$ cat src/hw/rtl/hhlp_pkg.sv
package hhlp_pkg;

    // Offsets are reported in 12 bits, so the line cap never exceeds this
    localparam int OFFSET_LIMIT        = 4096;
    localparam int MAX_LINE_LENGTH_DEF = 4096;

    // Field widths of the result
    localparam int KIND_W   = 3;
    localparam int CODE_W   = 10;
    localparam int OFFSET_W = 12;

    // Line kinds
    localparam logic [KIND_W-1:0] KIND_BLANK   = 3'd0;
    localparam logic [KIND_W-1:0] KIND_INFO    = 3'd1;
    localparam logic [KIND_W-1:0] KIND_FINAL   = 3'd2;
    localparam logic [KIND_W-1:0] KIND_REPEAT  = 3'd3;
    localparam logic [KIND_W-1:0] KIND_FIELD   = 3'd4;
    localparam logic [KIND_W-1:0] KIND_IGNORED = 3'd5;

    // Bytes of interest
    localparam logic [7:0] CHAR_LF    = 8'h0A;
    localparam logic [7:0] CHAR_CR    = 8'h0D;
    localparam logic [7:0] CHAR_SP    = 8'h20;
    localparam logic [7:0] CHAR_HTAB  = 8'h09;
    localparam logic [7:0] CHAR_COLON = 8'h3A;

    // One reported line
    typedef struct packed {
        logic [KIND_W-1:0]   line_kind;
        logic [CODE_W-1:0]   status_code;
        logic [OFFSET_W-1:0] name_start;
        logic [OFFSET_W-1:0] name_length;
        logic [OFFSET_W-1:0] value_start;
        logic [OFFSET_W-1:0] value_length;
        logic                line_overflow;
    } hhlp_result_t;

endpackage

$ cat src/hw/rtl/hhlp_in_if.sv
interface hhlp_in_if;
    logic       valid;
    logic       ready;
    logic [7:0] data_byte;
    logic       new_response;

    modport source (output valid, output data_byte, output new_response, input ready);
    modport sink   (input valid, input data_byte, input new_response, output ready);
endinterface

$ cat src/hw/rtl/hhlp_out_if.sv
interface hhlp_out_if;
    logic        valid;
    logic        ready;
    logic [2:0]  line_kind;
    logic [9:0]  status_code;
    logic [11:0] name_start;
    logic [11:0] name_length;
    logic [11:0] value_start;
    logic [11:0] value_length;
    logic        line_overflow;

    modport source (output valid, output line_kind, output status_code,
                    output name_start, output name_length, output value_start,
                    output value_length, output line_overflow, input ready);
    modport sink   (input valid, input line_kind, input status_code,
                    input name_start, input name_length, input value_start,
                    input value_length, input line_overflow, output ready);
endinterface

$ cat src/hw/rtl/hhlp_line_core.sv
module hhlp_line_core #(
    parameter int MAX_LINE_LENGTH = hhlp_pkg::MAX_LINE_LENGTH_DEF
) (
    input  logic                 clk,
    input  logic                 rst_n,
    input  logic                 step,
    input  logic [7:0]           data_byte,
    input  logic                 new_response,
    output logic                 res_valid,
    output hhlp_pkg::hhlp_result_t res
);
    import hhlp_pkg::*;

    localparam int LINE_CAP = (MAX_LINE_LENGTH < OFFSET_LIMIT) ? MAX_LINE_LENGTH
                                                               : OFFSET_LIMIT;
    localparam int POS_W = $clog2(LINE_CAP + 1);
    localparam int OFS_W = $clog2(LINE_CAP);
    localparam int CR_W  = $clog2(LINE_CAP + 2);

    localparam logic [POS_W-1:0] CAP_POS = POS_W'(LINE_CAP);
    localparam logic [CR_W-1:0]  CR_SAT  = CR_W'(LINE_CAP + 1);

    // Status line recogniser codes; prefix match runs through 0..4
    localparam logic [3:0] PH_START = 4'd0;
    localparam logic [3:0] PH_VER   = 4'd5;
    localparam logic [3:0] PH_SP    = 4'd6;
    localparam logic [3:0] PH_D1    = 4'd7;
    localparam logic [3:0] PH_D2    = 4'd8;
    localparam logic [3:0] PH_DONE  = 4'd9;
    localparam logic [3:0] PH_FAIL  = 4'd10;

    function automatic logic [7:0] prefix_char(input logic [3:0] ph);
        logic [7:0] c;
        unique case (ph)
            4'd0:    c = 8'h48;
            4'd1:    c = 8'h54;
            4'd2:    c = 8'h54;
            4'd3:    c = 8'h50;
            default: c = 8'h2F;
        endcase
        return c;
    endfunction

    function automatic logic is_digit(input logic [7:0] b);
        return (b >= 8'h30) && (b <= 8'h39);
    endfunction

    function automatic logic [3:0] next_phase(input logic [3:0] ph, input logic [7:0] b);
        logic [3:0] n;
        n = ph;
        if (ph < PH_VER)
        begin
            n = (b == prefix_char(ph)) ? ph + 4'd1 : PH_FAIL;
        end
        else
        begin
            unique case (ph)
                PH_VER:  n = (b == CHAR_SP) ? PH_SP : PH_VER;
                PH_SP:   n = (b == CHAR_SP) ? PH_SP : (is_digit(b) ? PH_D1 : PH_FAIL);
                PH_D1:   n = is_digit(b) ? PH_D2 : PH_FAIL;
                PH_D2:   n = is_digit(b) ? PH_DONE : PH_FAIL;
                default: n = ph;
            endcase
        end
        return n;
    endfunction

    function automatic logic [CODE_W-1:0] next_acc(input logic [3:0] ph,
                                                   input logic [CODE_W-1:0] acc,
                                                   input logic [7:0] b);
        logic [CODE_W-1:0] d;
        logic [CODE_W-1:0] n;
        d = CODE_W'(b - 8'h30);
        n = acc;
        if (is_digit(b))
        begin
            if (ph == PH_SP)
                n = d;
            else if (ph == PH_D1 || ph == PH_D2)
                n = CODE_W'(acc * 10) + d;
        end
        return n;
    endfunction

    // Line and section state
    logic              info_reg, info_next;
    logic              final_reg, final_next;
    logic [POS_W-1:0]  pos_reg, pos_next;
    logic [3:0]        phase_reg, phase_next;
    logic [CODE_W-1:0] acc_reg, acc_next;
    logic              colon_reg, colon_next;
    logic [OFS_W-1:0]  nfirst_reg, nfirst_next;
    logic [OFS_W-1:0]  nlast_reg, nlast_next;
    logic              nany_reg, nany_next;
    logic [OFS_W-1:0]  vfirst_reg, vfirst_next;
    logic [OFS_W-1:0]  vlast_reg, vlast_next;
    logic              vany_reg, vany_next;
    logic [CR_W-1:0]   cr_reg, cr_next;
    logic              ovf_reg, ovf_next;

    logic [POS_W-1:0]  room;
    logic [POS_W-1:0]  k;
    logic [POS_W-1:0]  span_end;
    logic [POS_W-1:0]  name_len;
    logic [POS_W-1:0]  value_len;
    logic              ows;
    logic              code_ok;

    // Per-byte update: commit pending CRs, then the byte itself, or report at LF
    always_comb
    begin
        info_next   = info_reg;
        final_next  = final_reg;
        pos_next    = pos_reg;
        phase_next  = phase_reg;
        acc_next    = acc_reg;
        colon_next  = colon_reg;
        nfirst_next = nfirst_reg;
        nlast_next  = nlast_reg;
        nany_next   = nany_reg;
        vfirst_next = vfirst_reg;
        vlast_next  = vlast_reg;
        vany_next   = vany_reg;
        cr_next     = cr_reg;
        ovf_next    = ovf_reg;
        res_valid   = 1'b0;
        res         = '0;

        room      = CAP_POS - pos_reg;
        k         = '0;
        span_end  = '0;
        ows       = (data_byte == CHAR_SP) || (data_byte == CHAR_HTAB);
        code_ok   = (phase_reg == PH_DONE) && (acc_reg >= CODE_W'(100))
                    && (acc_reg <= CODE_W'(599));
        name_len  = POS_W'(nlast_reg) - POS_W'(nfirst_reg) + POS_W'(1);
        value_len = POS_W'(vlast_reg) - POS_W'(vfirst_reg) + POS_W'(1);

        if (step)
        begin
            if (new_response)
            begin
                info_next  = 1'b0;
                final_next = 1'b0;
            end

            if (data_byte == CHAR_CR)
            begin
                // hold CR as pending, it may be part of the stripped run
                if (cr_reg != CR_SAT)
                    cr_next = cr_reg + CR_W'(1);
            end
            else if (data_byte != CHAR_LF)
            begin
                // pending CRs become ordinary bytes
                if (cr_reg > CR_W'(room))
                begin
                    ovf_next = 1'b1;
                    k        = room;
                end
                else
                begin
                    k = POS_W'(cr_reg);
                end
                if (k != '0)
                begin
                    phase_next = next_phase(phase_reg, CHAR_CR);
                    span_end   = pos_reg + k - POS_W'(1);
                    if (!colon_reg)
                    begin
                        if (!nany_reg)
                            nfirst_next = pos_reg[OFS_W-1:0];
                        nlast_next = span_end[OFS_W-1:0];
                        nany_next  = 1'b1;
                    end
                    else
                    begin
                        if (!vany_reg)
                            vfirst_next = pos_reg[OFS_W-1:0];
                        vlast_next = span_end[OFS_W-1:0];
                        vany_next  = 1'b1;
                    end
                    pos_next = pos_reg + k;
                end
                cr_next = '0;

                // the byte itself
                if (pos_next >= CAP_POS)
                begin
                    ovf_next = 1'b1;
                end
                else
                begin
                    acc_next   = next_acc(phase_next, acc_reg, data_byte);
                    phase_next = next_phase(phase_next, data_byte);
                    if (!colon_reg && data_byte == CHAR_COLON)
                    begin
                        colon_next = 1'b1;
                    end
                    else if (!ows)
                    begin
                        if (!colon_reg)
                        begin
                            if (!nany_next)
                                nfirst_next = pos_next[OFS_W-1:0];
                            nlast_next = pos_next[OFS_W-1:0];
                            nany_next  = 1'b1;
                        end
                        else
                        begin
                            if (!vany_next)
                                vfirst_next = pos_next[OFS_W-1:0];
                            vlast_next = pos_next[OFS_W-1:0];
                            vany_next  = 1'b1;
                        end
                    end
                    pos_next = pos_next + POS_W'(1);
                end
            end
            else
            begin
                // end of line: classify and report
                res_valid         = 1'b1;
                res.line_overflow = ovf_reg;
                if (pos_reg == '0)
                begin
                    info_next     = 1'b0;
                    res.line_kind = KIND_BLANK;
                end
                else if (code_ok)
                begin
                    res.status_code = acc_reg;
                    if (acc_reg < CODE_W'(200))
                    begin
                        info_next     = 1'b1;
                        res.line_kind = KIND_INFO;
                    end
                    else
                    begin
                        info_next     = 1'b0;
                        res.line_kind = final_next ? KIND_REPEAT : KIND_FINAL;
                        final_next    = 1'b1;
                    end
                end
                else if (info_next || !final_next || !colon_reg || !nany_reg)
                begin
                    res.line_kind = KIND_IGNORED;
                end
                else
                begin
                    res.line_kind   = KIND_FIELD;
                    res.name_start  = OFFSET_W'(nfirst_reg);
                    res.name_length = OFFSET_W'(name_len);
                    if (vany_reg)
                    begin
                        res.value_start  = OFFSET_W'(vfirst_reg);
                        res.value_length = OFFSET_W'(value_len);
                    end
                    else if (32'(pos_reg) > 4095)
                    begin
                        res.value_start = '1;
                    end
                    else
                    begin
                        res.value_start = OFFSET_W'(pos_reg);
                    end
                end

                pos_next    = '0;
                phase_next  = PH_START;
                acc_next    = '0;
                colon_next  = 1'b0;
                nfirst_next = '0;
                nlast_next  = '0;
                nany_next   = 1'b0;
                vfirst_next = '0;
                vlast_next  = '0;
                vany_next   = 1'b0;
                cr_next     = '0;
                ovf_next    = 1'b0;
            end
        end
    end

    // State registers
    always_ff @(posedge clk or negedge rst_n)
    begin
        if (!rst_n)
        begin
            info_reg   <= 1'b0;
            final_reg  <= 1'b0;
            pos_reg    <= '0;
            phase_reg  <= PH_START;
            acc_reg    <= '0;
            colon_reg  <= 1'b0;
            nfirst_reg <= '0;
            nlast_reg  <= '0;
            nany_reg   <= 1'b0;
            vfirst_reg <= '0;
            vlast_reg  <= '0;
            vany_reg   <= 1'b0;
            cr_reg     <= '0;
            ovf_reg    <= 1'b0;
        end
        else
        begin
            info_reg   <= info_next;
            final_reg  <= final_next;
            pos_reg    <= pos_next;
            phase_reg  <= phase_next;
            acc_reg    <= acc_next;
            colon_reg  <= colon_next;
            nfirst_reg <= nfirst_next;
            nlast_reg  <= nlast_next;
            nany_reg   <= nany_next;
            vfirst_reg <= vfirst_next;
            vlast_reg  <= vlast_next;
            vany_reg   <= vany_next;
            cr_reg     <= cr_next;
            ovf_reg    <= ovf_next;
        end
    end

endmodule

$ cat src/hw/rtl/http_header_line_parser.sv
// Channel  Dir  Payload                                      Request
// hdr      in   data_byte, new_response                      one header byte
// line     out  line_kind, status_code, name/value offsets,  one parsed line
//               line_overflow
//
// One byte is taken every cycle while the result side is not stalled; a result is
// presented once its LF has passed the input register and the byte update logic
// has loaded the result register. Other bytes give no result.
// rst_n clears all section and line state asynchronously.
// A stalled result holds the result register; one further byte waits in the
// input register, then hdr.ready drops.
module http_header_line_parser #(
    parameter int MAX_LINE_LENGTH = hhlp_pkg::MAX_LINE_LENGTH_DEF
) (
    input  logic       clk,
    input  logic       rst_n,
    hhlp_in_if.sink    hdr,
    hhlp_out_if.source line
);
    import hhlp_pkg::*;

    logic         in_valid_reg, in_valid_next;
    logic [7:0]   in_byte_reg;
    logic         in_new_reg;
    logic         out_valid_reg, out_valid_next;
    hhlp_result_t out_reg;
    logic         step;
    logic         res_valid;
    hhlp_result_t res;

    // Pipeline advance
    assign step      = in_valid_reg && (!out_valid_reg || line.ready);
    assign hdr.ready = !in_valid_reg || step;

    always_comb
    begin
        in_valid_next = in_valid_reg;
        if (hdr.ready)
            in_valid_next = hdr.valid;
        out_valid_next = out_valid_reg;
        if (!out_valid_reg || line.ready)
            out_valid_next = res_valid;
    end

    // Control registers
    always_ff @(posedge clk or negedge rst_n)
    begin
        if (!rst_n)
        begin
            in_valid_reg  <= 1'b0;
            out_valid_reg <= 1'b0;
        end
        else
        begin
            in_valid_reg  <= in_valid_next;
            out_valid_reg <= out_valid_next;
        end
    end

    // Payload registers
    always_ff @(posedge clk)
    begin
        if (hdr.valid && hdr.ready)
        begin
            in_byte_reg <= hdr.data_byte;
            in_new_reg  <= hdr.new_response;
        end
        if (res_valid)
            out_reg <= res;
    end

    hhlp_line_core #(
        .MAX_LINE_LENGTH (MAX_LINE_LENGTH)
    ) u_core (
        .clk          (clk),
        .rst_n        (rst_n),
        .step         (step),
        .data_byte    (in_byte_reg),
        .new_response (in_new_reg),
        .res_valid    (res_valid),
        .res          (res)
    );

    assign line.valid         = out_valid_reg;
    assign line.line_kind     = out_reg.line_kind;
    assign line.status_code   = out_reg.status_code;
    assign line.name_start    = out_reg.name_start;
    assign line.name_length   = out_reg.name_length;
    assign line.value_start   = out_reg.value_start;
    assign line.value_length  = out_reg.value_length;
    assign line.line_overflow = out_reg.line_overflow;

`ifndef ASSERT_OFF
    // held byte is not lost while the result side stalls
    a_hold_input: assert property (@(posedge clk) disable iff (!rst_n)
        in_valid_reg && !step |=> in_valid_reg)
        else $error("input byte dropped during stall");

    // status code only on status lines
    a_code_kind: assert property (@(posedge clk) disable iff (!rst_n)
        line.valid && (line.line_kind == KIND_BLANK || line.line_kind == KIND_FIELD
                       || line.line_kind == KIND_IGNORED) |-> line.status_code == '0)
        else $error("status code on a non-status line");

    // offsets only on field lines
    a_offs_kind: assert property (@(posedge clk) disable iff (!rst_n)
        line.valid && line.line_kind != KIND_FIELD |->
            line.name_start == '0 && line.name_length == '0
            && line.value_start == '0 && line.value_length == '0)
        else $error("offsets on a non-field line");

    // a reported field always has a non-empty name
    a_field_name: assert property (@(posedge clk) disable iff (!rst_n)
        line.valid && line.line_kind == KIND_FIELD |-> line.name_length != '0)
        else $error("field line with empty name");
`endif

endmodule

$ cat src/flat_wrapper.sv
// flat-port wrapper written by rule: the top's interface ports become plain ports
module http_header_line_parser_flat import hhlp_pkg::*;
#(
    parameter int MAX_LINE_LENGTH = hhlp_pkg::MAX_LINE_LENGTH_DEF
)
  (clk, rst_n, hdr_valid, hdr_data_byte, hdr_new_response, hdr_ready, line_valid, line_line_kind, line_status_code, line_name_start, line_name_length, line_value_start, line_value_length, line_line_overflow, line_ready);
  hhlp_in_if hdr_i ();
  hhlp_out_if line_i ();
  input  logic clk;
  input  logic rst_n;
  input wire logic [$bits(hdr_i.valid)-1:0] hdr_valid;
  input wire logic [$bits(hdr_i.data_byte)-1:0] hdr_data_byte;
  input wire logic [$bits(hdr_i.new_response)-1:0] hdr_new_response;
  output wire logic [$bits(hdr_i.ready)-1:0] hdr_ready;
  output wire logic [$bits(line_i.valid)-1:0] line_valid;
  output wire logic [$bits(line_i.line_kind)-1:0] line_line_kind;
  output wire logic [$bits(line_i.status_code)-1:0] line_status_code;
  output wire logic [$bits(line_i.name_start)-1:0] line_name_start;
  output wire logic [$bits(line_i.name_length)-1:0] line_name_length;
  output wire logic [$bits(line_i.value_start)-1:0] line_value_start;
  output wire logic [$bits(line_i.value_length)-1:0] line_value_length;
  output wire logic [$bits(line_i.line_overflow)-1:0] line_line_overflow;
  input wire logic [$bits(line_i.ready)-1:0] line_ready;
  assign hdr_i.valid = hdr_valid;
  assign hdr_i.data_byte = hdr_data_byte;
  assign hdr_i.new_response = hdr_new_response;
  assign hdr_ready = hdr_i.ready;
  assign line_valid = line_i.valid;
  assign line_line_kind = line_i.line_kind;
  assign line_status_code = line_i.status_code;
  assign line_name_start = line_i.name_start;
  assign line_name_length = line_i.name_length;
  assign line_value_start = line_i.value_start;
  assign line_value_length = line_i.value_length;
  assign line_line_overflow = line_i.line_overflow;
  assign line_i.ready = line_ready;
  http_header_line_parser #(.MAX_LINE_LENGTH(MAX_LINE_LENGTH)) u_core (.clk(clk), .rst_n(rst_n), .hdr(hdr_i), .line(line_i));
endmodule
$ cat config.mk
export PLATFORM = sky130hd
export DESIGN_NAME = http_header_line_parser_flat
export DESIGN_NICKNAME = d
export VERILOG_FILES = /design/src/hw/rtl/hhlp_pkg.sv /design/src/hw/rtl/hhlp_in_if.sv /design/src/hw/rtl/hhlp_out_if.sv /design/src/hw/rtl/hhlp_line_core.sv /design/src/hw/rtl/http_header_line_parser.sv /design/src/flat_wrapper.sv
export SDC_FILE = /design/constraint.sdc
export NUM_CORES = 1
export LEC_CHECK = 0
export BUFFER_PORTS_ARGS = -buffer_cell sky130_fd_sc_hd__buf_2
export CAP_MARGIN = 5
export CORE_MARGIN = 5
export CORE_UTILIZATION = 50
export DETAILED_ROUTE_END_ITERATION = 8
export PLACE_DENSITY_LB_ADDON = 0.3
export SYNTH_ARGS = -nofsm -noshare
export SYNTH_HDL_FRONTEND = slang
export SYNTH_SLANG_ARGS = --single-unit
$ cat constraint.sdc
create_clock -name clk -period 7.53 [get_ports clk]
set_input_delay 1.506 -clock clk [delete_from_list [all_inputs] [get_ports clk]]
set_output_delay 1.506 -clock clk [all_outputs]
set_load 0.03 [all_outputs]
==> qor.yml, run 1 <==
die_h_um: 167.1
path_clk_slew_ps: 80
die_w_um: 167.1
drv_slew: 0
cts_sinks: 167
pin_count: 77
dr.first_iter.drc_count: 1068
ctsResizeCount: 0
ant_nets: 0
grt-ovfl-total: 0
wl_per_cell_um: 20.97
power_leakage_nw: 5.925
antenna_found_initial: 0
r2r_end: "u_core.u_core.nlast_reg[11]$_DFFE_PN0P_"
end_kind: "flip-flop"
cp.required_ps: 7860
cp_num_buf_inv: 3
path_max_fanout: 10
worstReg2RegStart: "u_core.u_core.pos_reg[1]$_DFFE_PN0P_"
r2r_slack_ps: 550
grt_pass1_wl_mm: 59.37
r2r_cells: 26
worstSetupPathType: "reg2reg"
cts_hold_buf: 0
setup_violations: 0
rsz0062_at_grt: "false"
synthArstFlopShare_pct: 57.49
numCtsBuffers: 17
gp_congestion: 0.9972
yosysUniqueCellTypes: 88
syn_area_um2: 12340
seqCellArea_um2: 4534
initial_core_util_pct: 50.75
cp-endpoint: "u_core.u_core.nlast_reg[11]$_DFFE_PN0P_"
syn_inst: 1373
syn_area_per_cell_um2: 8.989
final_layout_size_suffix_gt1_share_pct: 13.53
ys.flop_type: "dfrtp_1"
maxSlewHeadroom_pct: 33.93
fin_util_pct: 56.50
worst_skew_pair.late_latency_ps: 440
num_rows: 57
cts_root_buf: "clkbuf_16"
dieArea_um2: 27930
portBuffers: 76
first_pass_iters: 6
hold_viol_final: 0
finalCritPeriodShare_pct: 92.65
power_density_nw_per_um2: 309.5
hpwlAfterDp_mm: 27.01
hold_class: "reg2reg"
multi_input_area_um2: 7231
outcome: "completed"
finalClockSkew_ps: 13.25
cp_slowest_cell: "or4b_1"
fmax_mhz: 143.3
coreArea_um2: 24320
synth_edf_count: 71
n_antenna_cell: 0
drc: 0
dp_slack_ps: 463.2
crit_start: "u_core.u_core.pos_reg[1]$_DFFE_PN0P_"
min_period_ps: 6977
worstPathArrival_ps: 7310
routed_via_density: 6.186
max_stage_delay_ps: 600
setup_ws_ps: 553.4
grt_use_total_pct: 26.46
yosysWarnings: 0
cts_tree: "done"
clockBufferDepth: 2
grt_pass1_vias: 10479
critPathTopFamily: "simple AND/OR/NAND/NOR gates"
tightest_slew_ps: 989.2
grt_max_degree: 67
whs_ps: 490.9
synth_seq_cells: 167
critical_path.startpoint_type: "flip-flop"
synth_nets: 1490
peakVddDrop_mv: 0.1683
area_growth_syn_to_layout_pct: 11.33
postCtsSetupBuffers: 0
maxCapViolations: 0
drt-total-wl_mm: 37.01
cp.depth: 26
power_mw: 4.252
num_vias: 10918
htreeDepth: 4
nets: 1545
setup_tns_ps: 0
n_fill_cell: 2170
yosysSeqAreaShare_pct: 36.74
synth_stat cells (5+ instances only):
library cell	count	area, um2
nand2_1	110	412.9
nor3_1	37	185.2
or3_1	11	68.82
edfxtp_1	71	2132
fa_1	5	100.1
mux2_2	15	168.9
a22oi_1	5	37.54
o2111ai_1	7	61.31
o31ai_1	18	135.1
nor2_1	126	473.0
a21boi_0	10	75.07
a22o_1	13	113.9
nand4_1	23	143.9
or2_2	6	37.54
o2bb2ai_1	18	157.7
dfrtp_1	96	2402
clkbuf_1	64	240.2
o21bai_1	7	52.55
o22ai_1	8	50.05
ha_1	99	1239
o21ai_1	11	55.05
xor2_1	29	254.0
o21a_1	9	67.56
buf_2	7	35.03
a211oi_1	19	142.6
nand2b_1	10	62.56
xnor2_1	47	411.6
a21o_1	19	142.6
nand3_1	27	135.1
o211ai_1	12	90.09
inv_1	79	296.5
a21oi_1	81	405.4
a221oi_1	5	43.79
nor2b_1	14	87.58
nor4_1	12	75.07
nor3b_1	6	45.04
and2_1	19	118.9
o21ai_0	87	435.4
and3_1	14	87.58
a31oi_1	21	131.4
mux2i_1	19	190.2
kinds of logic after synthesis:
kind of cell / after synthesis / synth area share, %
AO/OA/AOI/OAI: 393 / 21.20
XOR/XNOR: 77 / 5.576
adder cells (fa/ha/maj): 105 / 10.93
buffers and inverters: 158 / 5.089
flip-flops: 167 / 36.74
multiplexers: 37 / 3.325
AND/OR/NAND/NOR: 436 / 17.14
layout make-up:
cell class	count	share of cell area [%]
well taps	324	2.950
repair buffers	113	4.835
clock inverters	15	1.284
clock buffers	17	3.096
inverters	81	2.213
multi-input cells	1048	52.62
flip-flops and latches	167	33.00
metrics by stage:
| step | area [um2] | instances |
|---|---|---|
| finish | 13740 | 1765 |
| global route | 13740 | 1765 |
| CTS | 13720 | 1764 |
| detailed placement | 13110 | 1732 |
| global placement | 13110 | 1732 |
| floorplan | 12340 | 1373 |
worst min-delay path by stage:
stage,end,start,slack [ps],cells past startpoint
2_1_floorplan,u_core.u_core.ovf_reg$_DFFE_PN0P_,u_core.u_core.ovf_reg$_DFFE_PN0P_,460,1
3_3_place_gp,u_core.u_core.nfirst_reg[6]$_DFFE_PN0P_,u_core.u_core.nfirst_reg[6]$_DFFE_PN0P_,470,1
3_5_place_dp,u_core.u_core.nfirst_reg[7]$_DFFE_PN0P_,u_core.u_core.nfirst_reg[7]$_DFFE_PN0P_,470,1
4_1_cts,u_core.u_core.nfirst_reg[7]$_DFFE_PN0P_,u_core.u_core.nfirst_reg[7]$_DFFE_PN0P_,500,1
5_1_grt,u_core.u_core.nfirst_reg[5]$_DFFE_PN0P_,u_core.u_core.nfirst_reg[5]$_DFFE_PN0P_,520,1
6_report,u_core.u_core.nfirst_reg[7]$_DFFE_PN0P_,u_core.u_core.nfirst_reg[7]$_DFFE_PN0P_,490,1
metal layers:
metal | vias to the layer above | part of all wire [%] | GRT usage, %
li1 | 5154 | - | -
met2 | 498 | 45 | 41.41
met3 | 95 | 7.1 | 3.701
met4 | 0 | 4.7 | 12.17
met1 | 5171 | 43 | 36.58
met5 | - | 0 | 0
power breakdown:
group	switching, mW	total [mW]	internal, mW	leakage [nW]
registers	0.208	1.27	1.06	1.95
clock network	0.455	0.905	0.451	0.286
logic	1.24	2.08	0.836	3.69
total	1.90	4.25	2.35	5.93
placed cells by master, fill, tap and decap left out, types with 19 or more instances in the layout:
cell / Yosys / routed
a31oi_1: 21 / 20
nand3_1: 27 / 25
o21ai_0: 87 / 86
nor3_1: 37 / 36
nand4_1: 23 / 23
nor2_1: 126 / 125
buf_4: 1 / 37
a21oi_1: 81 / 81
ha_1: 99 / 99
xnor2_1: 47 / 47
nand2_1: 110 / 110
dfrtp_1: 96 / 96
xor2_1: 29 / 29
a21o_1: 19 / 19
inv_1: 79 / 78
mux2i_1: 19 / 19
buf_2: 7 / 75
edfxtp_1: 71 / 71
worst register-to-register path: stages, from the launching register on:
cell and delay (ps):
dfrtp_1 510, inv_1 250, ha_1 290, nor3b_1 430, nand2_1 130, nor3_1 250, xor2_1 220, ha_1 270
a211o_1 300, a21oi_1 180, o21a_1 220, a21oi_1 80, buf_4 170, o21ai_0 210, ha_1 210, inv_1 50
fa_1 450, nand2b_1 180, a21oi_1 160, xor2_1 160, or2_2 360, or4b_1 600, or3_1 370, nor3_1 210
xor2_1 200, nor2_1 110, a311oi_1 280
Power figures use the tool's default switching activity.
==> run 2, diff against run 1 <==
CORE_UTILIZATION = 40   (was 50)
HOLD_SLACK_MARGIN = 0.1   (was unset)
REMOVE_ABC_BUFFERS = 1   (was unset)
==> run 2 against run 1 <==
Compared with the run above: final area rose by 0.66%; global-route usage shrank 4.0 points; worst hold slack better by 3.1 ps; non-clock buffer count up 2; first-iteration DRC count grew 5.0%; combinational power about the same; clock skew grew 4.0 ps.
==> qor.yml, run 2 (synthesized netlist as in run 1, its figures left out) <==
pin_count: 77  # unchanged
coreArea_um2: 30510  # +25%
worst_skew_pair.late_latency_ps: 440  # about the same
grt_util_met3_pct: 2.951  # -0.75 points
p_comb_share_pct: 48.6  # -0.2 points
worstReg2RegStart: "u_core.u_core.pos_reg[1]$_DFFE_PN0P_"
r2r_end: "u_core.u_core.nlast_reg[9]$_DFFE_PN0P_"
seqPwrFrac_pct: 30.1  # +0.2 points
maxCapViolations: 0  # unchanged
seqCellArea_um2: 4534  # unchanged
die_w_um: 185.7  # +11%
final_layout_size_suffix_gt1_share_pct: 13.51  # -0.019 points
r2r_slack_ps: 730  # +180 ps
setup_tns_ps: 0  # unchanged
critical_path.startpoint_type: "flip-flop"
power_leakage_nw: 5.934  # +0.15%
ctsResizeCount: 0  # unchanged
grt_pass1_wl_mm: 60.71  # +2.3%
maxSlewHeadroom_pct: 33.29  # -0.64 points
setup_violations: 0  # unchanged
n_fill_cell: 2968  # +37%
rsz0062_at_grt: "false"
dr.first_iter.drc_count: 1121  # +5.0%
cts_sinks: 167  # unchanged
ant_nets: 0  # unchanged
numCtsBuffers: 17  # unchanged
final_cell_mix: "nor2_1, nand2_1, ha_1, dfrtp_1, o21ai_0"
swShare_pct: 44.00  # -0.73 points
first_pass_iters: 5  # -1
fin_area_um2: 13830  # +0.66%
grt-ovfl-total: 0  # unchanged
power_density_nw_per_um2: 306.6  # -0.91%
hold_viol_final: 0  # unchanged
antenna_found_initial: 0  # unchanged
wl_per_cell_um: 20.85  # -0.58%
crit_start: "u_core.u_core.pos_reg[1]$_DFFE_PN0P_"
whs_ps: 494.1  # +3.104 ps
postCtsSetupBuffers: 0  # unchanged
grt_max_degree: 67  # unchanged
worstPathArrival_ps: 7110  # -200 ps
area_growth_syn_to_layout_pct: 12.07
num_vias: 10901  # -0.16%
top_usage_layer: "met2"
r2r_cells: 24  # -7.7%
final_common_cell: "nor2_1"
grt_use_met2_pct: 36.30  # -5.1 points
nets: 1547  # +0.13%
hold_class: "reg2reg"
gp_congestion: 0.9886  # -0.86%
holdPathStages: 1  # unchanged
place_area_um2: 13230  # +0.90%
cp_num_buf_inv: 2  # -1
cts_root_buf: "clkbuf_16"
num_rows: 64  # +12%
drv_slew: 0  # unchanged
path_clk_slew_ps: 80  # about the same
min_from: "u_core.u_core.nfirst_reg[6]$_DFFE_PN0P_"
max_stage_delay_ps: 500  # -100 ps
end_kind: "flip-flop"
n_antenna_cell: 0  # unchanged
power_switching_mw: 1.866  # -1.9%
outcome: "completed"
worstSetupPathType: "reg2reg"
critPathTopFamily: "compound AO/OA/AOI/OAI gates"
portBuffers: 76  # unchanged
dieArea_um2: 34470  # +23%
tightest_slew_ps: 998.8  # +9.600 ps
finalClockSkew_ps: 17.24  # +3.987 ps
grtUsageMet1_pct: 30.46  # -6.1 points
path_max_fanout: 11  # +1
grt_pass1_vias: 10756  # +2.6%
clockPowerShare_pct: 21.3  # about the same
drc: 0  # unchanged
die_h_um: 185.7  # +11%
grt_use_total_pct: 22.47  # -4.0 points
cts_tree: "done"
htreeDepth: 4  # unchanged
peakVddDrop_mv: 0.1595  # -5.2%
finalCritPeriodShare_pct: 90.28  # -2.4 points
fmax_mhz: 147.1  # +2.6%
initial_core_util_pct: 40.45  # -10 points
whs_endpoint: "u_core.u_core.nfirst_reg[6]$_DFFE_PN0P_"
hpwlAfterDp_mm: 28.13  # +4.1%
cp.required_ps: 7840  # -20 ps
routed_via_density: 5.928  # -4.2%
cp_slowest_cell: "dfrtp_1"
p_int_mw: 2.375  # +1.1%
clockBufferDepth: 2  # unchanged
multi_input_area_um2: 7226  # about the same
cts_hold_buf: 0  # unchanged
min_period_ps: 6798  # -178.3 ps
cp_cell_sequence: "inv_1 -> ha_1 -> nor3b_2 -> nand2_1 -> nor3_1 -> xor2_1 -> ha_1 -> nand4_1 -> nor3_1 -> o21ai_0 -> a21o_1 -> o21ai_0 -> ha_1 -> o21ai_0 -> a21oi_1 -> o2111ai_1 -> o211ai_1 -> a31oi_1 -> xnor2_1 -> o21ai_1 -> buf_4 -> and3_1 -> a211oi_1 -> a211o_1"
drt-total-wl_mm: 38.34  # +3.6%
[run 2: cell types whose count changed in the layout (fill, tap and decap cells not counted), sizes merged]
| cell | previous run | this run |
|---|---|---|
| buf | 113 | 115 |
| bufinv | 0 | 1 |
| clkbuf | 17 | 18 |
| clkinvlp | 2 | 1 |
| inv | 87 | 86 |
[run 2: power groups by stage]
stage	logic, mW	registers (mW)	clock network (mW)
detailed placement	2.03	1.29	0
CTS	2.05	1.27	0.914
global placement	2.01	1.28	0
floorplan	1.46	1.23	0
global route	2.29	1.29	0.950
finish	2.06	1.28	0.902
[run 2: metrics by stage]
step | total power, mW | instances | utilization (%) | setup WS [ps]
detailed placement | 3.321 | 1806 | 43.37 | 589.8
floorplan | 2.694 | 1296 | - | 917.1
CTS | 4.232 | 1838 | 45.27 | 570.2
global route | 4.533 | 1839 | 45.34 | 165.9
global placement | 3.293 | 1806 | 43.37 | 757.3
finish | 4.241 | 1839 | 45.34 | 731.6
[run 2: layout make-up]
cell class / instances / share of cell area, %
multi-input combinational: 1048 / 52.24
clock buffer: 18 / 3.175
timing repair buffer: 115 / 5.002
clock inverter: 14 / 1.022
sequential: 167 / 32.78
tap: 396 / 3.582
inverter: 81 / 2.198
[run 2: how the worst max path moves through the flow]
stage / end / slack [ps] / cells past startpoint
4_1_cts: u_core.u_core.nlast_reg[8]$_DFFE_PN0P_ / 570 / 27
3_3_place_gp: u_core.u_core.nlast_reg[8]$_DFFE_PN0P_ / 760 / 27
2_1_floorplan: u_core.line.value_start[10]$_SDFFCE_PP0P_ / 920 / 8
6_report: u_core.u_core.nlast_reg[9]$_DFFE_PN0P_ / 730 / 24
3_5_place_dp: u_core.u_core.nlast_reg[8]$_DFFE_PN0P_ / 590 / 27
5_1_grt: u_core.u_core.phase_reg[2]$_DFFE_PN0P_ / 170 / 25
[run 2: worst register-to-register path: stages, from the launching register on]
cell       delay, ps
dfrtp_1          500
inv_1            270
ha_1             320
nor3b_2          310
nand2_1          110
nor3_1           240
xor2_1           120
ha_1             310
nand4_1          130
nor3_1           260
o21ai_0          240
a21o_1           290
o21ai_0          280
ha_1             330
o21ai_0          460
a21oi_1          110
o2111ai_1        210
o211ai_1         170
a31oi_1          420
xnor2_1          270
o21ai_1          260
buf_4            240
and3_1           420
a211oi_1         140
a211o_1          280
[run 2: metal layers]
| metal | vias to the layer above | share of wire (%) |
|---|---|---|
| li1 | 5146 | - |
| met1 | 5260 | 44 |
| met2 | 402 | 45 |
| met3 | 93 | 6.1 |
| met4 | 0 | 4.6 |
| met5 | - | 0 |
==> run 3, diff against run 2 <==
CORE_UTILIZATION = 35   (was 40)
SKIP_CTS_REPAIR_TIMING = 1   (was unset)
==> run 3 against run 2 <==
Compared with the run above: power decreased by 0.33%; maximum frequency decreased by 2.2%; sequential share of layout area is 0.19 points lower; critical endpoint is now u_core.u_core.nlast_reg[11]$_DFFE_PN0P_; non-clock buffer count rose by 4; sequential power is essentially flat; highest routed layer unchanged; clock skew shrank 1.7 ps; final area rose by 0.60%; combinational power barely moved; first-iteration DRC count shrank 18%; via count fell by 0.29%; core utilization shrank 5.3 points.
==> qor.yml, run 3 (synthesized netlist as in run 1, its figures left out) <==
outcome: "completed"
grt_pass1_vias: 10354  # -3.7%
nets: 1551  # +0.26%
htreeDepth: 4  # unchanged
r2r_cells: 26  # +8.3%
whs_ps: 492.2  # -1.871 ps
portBuffers: 76  # unchanged
end_kind: "flip-flop"
hpwlAfterDp_mm: 28.08  # -0.18%
grt_use_total_pct: 19.34  # -3.1 points
r2r_end: "u_core.u_core.nlast_reg[11]$_DFFE_PN0P_"
drv_slew: 0  # unchanged
first_pass_iters: 5  # unchanged
path_clk_slew_ps: 70  # about the same
worstPathArrival_ps: 7300  # +190 ps
fmax_mhz: 143.9  # -2.2%
finalCritPeriodShare_pct: 92.31  # +2.0 points
hold_class: "reg2reg"
seqPwrFrac_pct: 30.1  # about the same
final_cell_mix: "nor2_1, nand2_1, ha_1, dfrtp_1, o21ai_0"
power_density_nw_per_um2: 303.8  # -0.92%
ant_nets: 0  # unchanged
placed_cells: 1868  # +3.4%
worstReg2RegStart: "u_core.u_core.pos_reg[1]$_DFFE_PN0P_"
finalClockSkew_ps: 15.52  # -1.726 ps
dr.first_iter.drc_count: 922  # -18%
maxSlewHeadroom_pct: 36.85  # +3.6 points
routed_via_density: 5.715  # -3.6%
gp_congestion: 0.9925  # +0.39%
grt-ovfl-total: 0  # unchanged
cp.required_ps: 7880  # +40 ps
setup_violations: 0  # unchanged
peakVddDrop_mv: 0.1863  # +17%
grt_max_degree: 67  # unchanged
setup_tns_ps: 0  # unchanged
drc: 0  # unchanged
drt-total-wl_mm: 38.27  # -0.19%
r2r_slack_ps: 580  # -150 ps
cts_root_buf: "clkbuf_16"
power_switching_mw: 1.858  # -0.43%
swShare_pct: 43.96  # about the same
final_layout_size_suffix_gt1_share_pct: 13.75  # +0.24 points
instances_no_fill: 1902  # +3.4%
critical_path.startpoint_type: "flip-flop"
clockPowerShare_pct: 20.7  # -0.6 points
power_leakage_nw: 5.933  # about the same
maxCapViolations: 0  # unchanged
p_int_mw: 2.369  # -0.26%
die_h_um: 197.8  # +6.5%
path_max_fanout: 15  # +4
place_area_um2: 13320  # +0.63%
n_fill_cell: 3465  # +17%
initial_core_util_pct: 35.55  # -4.9 points
area_growth_syn_to_layout_pct: 12.74
final_common_cell: "nor2_1"
cts_tree: "done"
grt_pass1_wl_mm: 59.75  # -1.6%
worstSetupPathType: "reg2reg"
num_rows: 68  # +6.3%
die_w_um: 197.8  # +6.5%
num_vias: 10869  # -0.29%
numCtsBuffers: 17  # unchanged
wl_per_cell_um: 20.12  # -3.5%
n_antenna_cell: 0  # unchanged
rsz0062_at_grt: "false"
whs_endpoint: "u_core.u_core.nfirst_reg[3]$_DFFE_PN0P_"
p_comb_share_pct: 49.3  # +0.7 points
clockBufferDepth: 2  # unchanged
holdPathStages: 1  # unchanged
min_period_ps: 6951  # +152.7 ps
dieArea_um2: 39120  # +13%
cts_sinks: 167  # unchanged
antenna_found_initial: 0  # unchanged
coreArea_um2: 34710  # +14%
hold_viol_final: 0  # unchanged
worst_skew_pair.late_latency_ps: 450  # about the same
min_from: "u_core.u_core.nfirst_reg[3]$_DFFE_PN0P_"
fin_area_um2: 13910  # +0.60%
tightest_slew_ps: 945.5  # -53.29 ps
pin_count: 77  # unchanged
[run 3: changes by cell type in the layout (fill, tap and decap cells not counted), sizes merged]
| cell | before | now |
|---|---|---|
| clkinvlp | 1 | 4 |
| clkbuf | 18 | 19 |
| clkinv | 7 | 3 |
| buf | 115 | 119 |
[run 3: worst max path at each step]
stage / cells past startpoint / from / end
after global placement: 26 / u_core.u_core.pos_reg[1]$_DFFE_PN0P_ / u_core.u_core.vlast_reg[8]$_DFFE_PN0P_
after floorplan: 8 / line_ready / u_core.line.value_start[10]$_SDFFCE_PP0P_
after global routing: 26 / u_core.u_core.pos_reg[1]$_DFFE_PN0P_ / u_core.u_core.acc_reg[2]$_DFFE_PN0P_
after CTS: 26 / u_core.u_core.pos_reg[1]$_DFFE_PN0P_ / u_core.u_core.vlast_reg[8]$_DFFE_PN0P_
final: 26 / u_core.u_core.pos_reg[1]$_DFFE_PN0P_ / u_core.u_core.nlast_reg[11]$_DFFE_PN0P_
after detailed placement: 26 / u_core.u_core.pos_reg[1]$_DFFE_PN0P_ / u_core.u_core.vlast_reg[8]$_DFFE_PN0P_
[run 3: cell type report]
class                   instances  area, um2  share of cell area [%]
clock buffers                  19      432.9                   3.111
clock inverters                13      135.1                  0.9711
inverters                      81      304.0                   2.185
multi-input cells            1048       7233                   51.98
flip-flops and latches        167       4534                   32.59
well taps                     455      569.3                   4.091
repair buffers                119      705.7                   5.071
[run 3: power groups by stage]
stage               logic, mW  registers (mW)  clock network [mW]
finish                   2.08            1.27               0.873
floorplan                1.46            1.23                   0
detailed placement       2.05            1.28                   0
global route             2.32            1.29               0.928
global placement         2.02            1.28                   0
CTS                      2.06            1.27               0.888
[run 3: routing by layer]
metal / vias to the layer above / routed length, um / track usage, %
met1: 5214 / 16980 / 26.71
li1: 5144 / - / -
met4: 0 / 1620 / 8.161
met5: - / 0 / 0
met3: 87 / 2623 / 3.233
met2: 424 / 17040 / 30.11
[run 3: critical path: stages (launching register included)]
cell	delay [ps]
dfrtp_1	500
inv_1	250
ha_1	310
nor3b_2	340
nand2_1	120
nor3_1	240
xor2_1	110
ha_1	320
nand4_1	140
nor3_1	300
o21ai_0	260
a21o_1	350
buf_4	230
nand2_1	70
o21ai_0	90
ha_1	250
a211oi_1	530
o211ai_1	180
a31oi_1	220
xor2_1	180
buf_4	190
or4b_1	510
or3_1	370
nor3_1	220
xor2_1	200
nor2_1	100
a311oi_1	260
[run 3: metrics by stage]
| stage | power [mW] | setup WS [ps] | utilization, % |
|---|---|---|---|
| after detailed placement | 3.330 | 351.6 | 38.36 |
| after floorplan | 2.694 | 917.1 | - |
| after global routing | 4.537 | 92.72 | 40.08 |
| after global placement | 3.298 | 558.8 | 38.36 |
| after CTS | 4.217 | 315.7 | 39.99 |
| final | 4.227 | 578.9 | 40.08 |
